==> src/rtl/lss_pkg.sv <==
// Shared constants, widths and controller/datapath handshake types for the
// least-squares slope block. No dependencies.
`default_nettype none

package lss_pkg;

    // Capacity in sample pairs per set.
    localparam int MAX_SAMPLES = 1024;

    localparam int SMP_W   = 16;
    localparam int FRAC_W  = 16;
    localparam int SLOPE_W = 32;
    localparam int LOG_MAX = $clog2(MAX_SAMPLES);
    localparam int CNT_W   = $clog2(MAX_SAMPLES + 1);
    localparam int PRD_W   = 2 * SMP_W;
    localparam int SX_W    = SMP_W + LOG_MAX + 1;
    localparam int SXY_W   = PRD_W + LOG_MAX;
    localparam int SXX_W   = PRD_W + LOG_MAX - 1;
    // Holds n*Sxy, Sx*Sy and their difference with one bit to spare.
    localparam int NUM_W   = CNT_W + SXY_W + 2;
    localparam int DVD_W   = NUM_W + FRAC_W;
    localparam int ITER_W  = $clog2(DVD_W);
    localparam int QUO_W   = SLOPE_W + 1;

    localparam logic [CNT_W-1:0]  MAX_COUNT = CNT_W'(MAX_SAMPLES);
    localparam logic [ITER_W-1:0] ITER_LAST = ITER_W'(DVD_W - 1);

    localparam logic [SLOPE_W-1:0] SLOPE_POS_MAX = {1'b0, {(SLOPE_W-1){1'b1}}};
    localparam logic [SLOPE_W-1:0] SLOPE_NEG_MAX = {1'b1, {(SLOPE_W-1){1'b0}}};

    // Commands from the controller to the datapath.
    typedef struct packed {
        logic in_ready;
        logic mul1;
        logic mul2;
        logic den;
        logic div_step;
        logic load_out;
    } t_cmd;

    // Status from the datapath to the controller.
    typedef struct packed {
        logic acc_last;
        logic den_zero;
        logic out_free;
    } t_sts;

endpackage

`default_nettype wire

==> src/rtl/lss_ctrl.sv <==
// Sequencing controller of the least-squares slope block.
// Depends on lss_pkg for command and status types.
`default_nettype none

module lss_ctrl import lss_pkg::*; (
    input  wire  i_clk,
    input  wire  i_rst_n,
    input  t_sts i_sts,
    output t_cmd o_cmd
);

    localparam logic [2:0] S_ACC   = 3'd0;
    localparam logic [2:0] S_DRAIN = 3'd1;
    localparam logic [2:0] S_MUL1  = 3'd2;
    localparam logic [2:0] S_MUL2  = 3'd3;
    localparam logic [2:0] S_DEN   = 3'd4;
    localparam logic [2:0] S_DIV   = 3'd5;
    localparam logic [2:0] S_FIN   = 3'd6;

    logic [2:0]        r_state, n_state;
    logic [ITER_W-1:0] r_iter, n_iter;

    always_comb begin
        n_state = r_state;
        n_iter  = r_iter;
        o_cmd   = '0;
        unique case (r_state)
            S_ACC: begin
                o_cmd.in_ready = 1'b1;
                if (i_sts.acc_last) begin
                    n_state = S_DRAIN;
                end
            end
            S_DRAIN: n_state = S_MUL1;
            S_MUL1: begin
                o_cmd.mul1 = 1'b1;
                n_state    = S_MUL2;
            end
            S_MUL2: begin
                o_cmd.mul2 = 1'b1;
                n_state    = S_DEN;
            end
            S_DEN: begin
                o_cmd.den = 1'b1;
                n_iter    = '0;
                n_state   = S_DIV;
            end
            S_DIV: begin
                if (i_sts.den_zero) begin
                    n_state = S_FIN;
                end else begin
                    o_cmd.div_step = 1'b1;
                    if (r_iter == ITER_LAST) begin
                        n_state = S_FIN;
                    end else begin
                        n_iter = r_iter + 1'b1;
                    end
                end
            end
            S_FIN: begin
                if (i_sts.out_free) begin
                    o_cmd.load_out = 1'b1;
                    n_state        = S_ACC;
                end
            end
            default: n_state = S_ACC;
        endcase
    end

    always_ff @(posedge i_clk) begin
        if (!i_rst_n) begin
            r_state <= S_ACC;
            r_iter  <= '0;
        end else begin
            r_state <= n_state;
            r_iter  <= n_iter;
        end
    end

endmodule

`default_nettype wire

==> config.mk <==
export PLATFORM = sky130hd
export DESIGN_NAME = lss_ctrl
export DESIGN_NICKNAME = d
export VERILOG_FILES = /design/src/rtl/lss_pkg.sv /design/src/rtl/lss_ctrl.sv
export SDC_FILE = /design/constraint.sdc
export NUM_CORES = 1
export LEC_CHECK = 0
export ABC_CLOCK_PERIOD_IN_PS = 1700
export BUFFER_PORTS_ARGS = -buffer_cell sky130_fd_sc_hd__buf_2
export CAP_MARGIN = 25
export CORE_MARGIN = 4
export CORE_UTILIZATION = 35
export CTS_CLUSTER_DIAMETER = 80
export DETAILED_ROUTE_END_ITERATION = 8
export GPL_TIMING_DRIVEN = 1
export PLACE_DENSITY = 0.62
export SYNTH_ARGS = -nofsm -noshare
export SYNTH_HDL_FRONTEND = slang
export SYNTH_SLANG_ARGS = --single-unit
==> constraint.sdc <==
create_clock -name i_clk -period 1.7 [get_ports i_clk]
set_input_delay 0.34 -clock i_clk [delete_from_list [all_inputs] [get_ports i_clk]]
set_output_delay 0.34 -clock i_clk [all_outputs]
set_load 0.02 [all_outputs]
==> results.toml <==
[grt]
gr-total-overflow = 0
grt_pass1_wl_um = 1932
grt_pass1_vias = 447
grt_max_degree = 17
antenna_found_initial = 0
use_met3_pct = 3.207
grt_use_met1_pct = 12.82
top_usage_layer = "met2"
grt_usage_pct = 10.23
grt_use_met2_pct = 14.35

[sta]
worst_slew_pin_slew_ps = 358.2
finalHoldViolCount = 0
slew_violations = 0
setup_violations = 0
max_slew_margin_pct = 75.90
period_minus_slack_ps = 1645
grt_setup_unrepaired = "no"
fin_crit_sh_pct = 96.74
finalSetupTns_ps = 0
holdWs_ps = 390.1
fin_worst_skew_ps = 3.352
fmax_mhz = 608.1

[pwr]
ir_drop_mv = 0.2430
power_uw = 472.4
p_per_area_nw_per_um2 = 652.1
p_leak_nw = 0.2810

[clock_tree]
cts_buffers = 3
cts_buffer_depth = 2
cts_root_buf = "clkbuf_4"
clkLatencyLatePin_ps = 260
cts_tree = "done"
htreeDepth = 1
path_clk_slew_ps = 60
clock-sinks = 10

[yosys]
syn_avg_cell_area_um2 = 8.932
ys_warn_count = 0
synth-seq-area-share_pct = 31.13
synth_top_cell_by_area = "dfxtp_1"
syn_inst = 72
yosysTopAreaCellShare_pct = 31.13
async_flop_share_pct = 0
synth_cell_types = 27
ys_ff_latch = 10
synth.cell_area_um2 = 643.1
syn-num-nets = 79
synth_edf_count = 0
synth_area_leaders = "dfxtp_1 (31%), mux2i_1 (9.3%), nand3_1 (7.8%)"
synth-main-ff-cell = "dfxtp_1"

[placement]
globalplace.congestion = 0.8050
dpl_cell_area_um2 = 694.4
hpwl_um = 842
io_buffers = 10
dp_cells = 103

[setup_path]
critical_path_arrival_ps = 1300
crit_required_ps = 1360
startpoint_type = "flop"
crit_chain = "or3b_4 -> inv_2 -> buf_2"
timing.rr.start = "r_iter[0]$_SDFFE_PN0P_"
worstSetupPathType = "flop to output port"
startpoint = "r_state[0]$_SDFFE_PN0P_"
critPathSlowestCell = "or3b_4"
cp-end-kind = "output port"
critPathMaxStageDelay_ps = 450
path_max_fanout = 9

[final_layout]
design.final.nets = 91
syn_to_final_growth_pct = 12.65
final_area_um2 = 724.4
mostFrequentLayoutCells = "nand3_1 (10), buf_2 (10), dfxtp_1 (10)"
diodes = 0
instances_no_fill = 107
drive_gt1_share_pct = 25.61

[die]
die-area_um2 = 2587
die_height_um = 50.87
io_pins = 11
rows = 15
die_w_um = 50.87
coreArea_um2 = 1727
start_util_pct = 37.25

[routing]
ant_nets = 0
num_vias = 549
routed_wirelength_um = 1195
vias_per_cell = 5.131
first_iter_violations = 13
wl_per_cell_um = 11.17
drt-pass1-iter-count = 5
drc = 0

[status]
outcome = "finished, final reports clean"

[min_path]
hold_path.startpoint = "i_sts[1]"
hold_path_class = "input port to flop"

[run]
drv_cap = 0
[final cells by class]
cell class	count	area (um2)
fillers	184	1002
multi-input cells	53	390.4
flip-flops and latches	10	200.2
repair buffers	12	65.06
well taps	25	31.28
clock buffers	3	22.52
inverters	4	15.01
[synthesized netlist by cell type, types with 2 or more instances]
cell	count
a211oi_1	3
a21oi_1	3
buf_2	3
buf_6	2
dfxtp_1	10
ha_1	2
inv_1	3
mux2i_1	6
nand2_1	3
nand2b_1	2
nand3_1	10
nand3b_1	4
nor2b_1	3
nor3_1	2
nor3b_1	2
nor4_1	2
o21ai_0	2
[through the flow]
stage / utilization, % / setup WS, ps
4_1_cts: 41.96 / 52.99
3_5_place_dp: 40.22 / 258.0
5_1_grt: 41.96 / 8.862
3_3_place_gp: 40.22 / 259.7
2_1_floorplan: - / 306.7
6_report: 41.96 / 55.46
[power by group]
part	leakage [nW]	switching (mW)	internal, mW
Sequential	0.0810	0.0116	0.240
Clock	0.0138	0.0716	0.0813
Combinational	0.186	0.0363	0.0316
[worst max-delay path, delay by kind of cell, from the launching register on]
kind / cells / cell delay, ps
buffers and inverters: 2 / 200
flip-flops: 1 / 400
AND/OR/NAND/NOR: 1 / 450
[logic make-up after synthesis]
group                    synth area share [%]
AO/OA/AOI/OAI                           9.922
flip-flops                              31.13
adder cells (fa/ha/maj)                 3.890
multiplexers                            9.339
AND/OR/NAND/NOR                         37.55
buffers and inverters                   8.170
[path summary, 6_finish.rpt]
| kind | cells after the start | endpoint | slack (ps) |
|---|---|---|---|
| worst max-delay path | 3 | o_cmd[2] | 60 |
| worst min-delay path | 3 | r_iter[5]$_SDFFE_PN0P_ | 390 |
| worst max register to register | 5 | r_iter[2]$_SDFFE_PN0P_ | 130 |
| worst min register to register | 2 | r_iter[6]$_SDFFE_PN0P_ | 490 |
[what timing repair did]
item	in CTS	in global routing
resized for setup	0	0
hold buffers	0	0
setup buffers	1	0
endpoints found under the setup margin	1	0
[sequential cells by signal, indices dropped and copies added (netlist names)]
register	count
r_iter	7
r_state	3
[per-layer routing]
layer,vias up,part of all wire (%)
met3,6,8.5
met4,0,2.3
met5,-,0
met2,15,40
li1,281,-
met1,247,49
(Power assumes the default switching activity.)
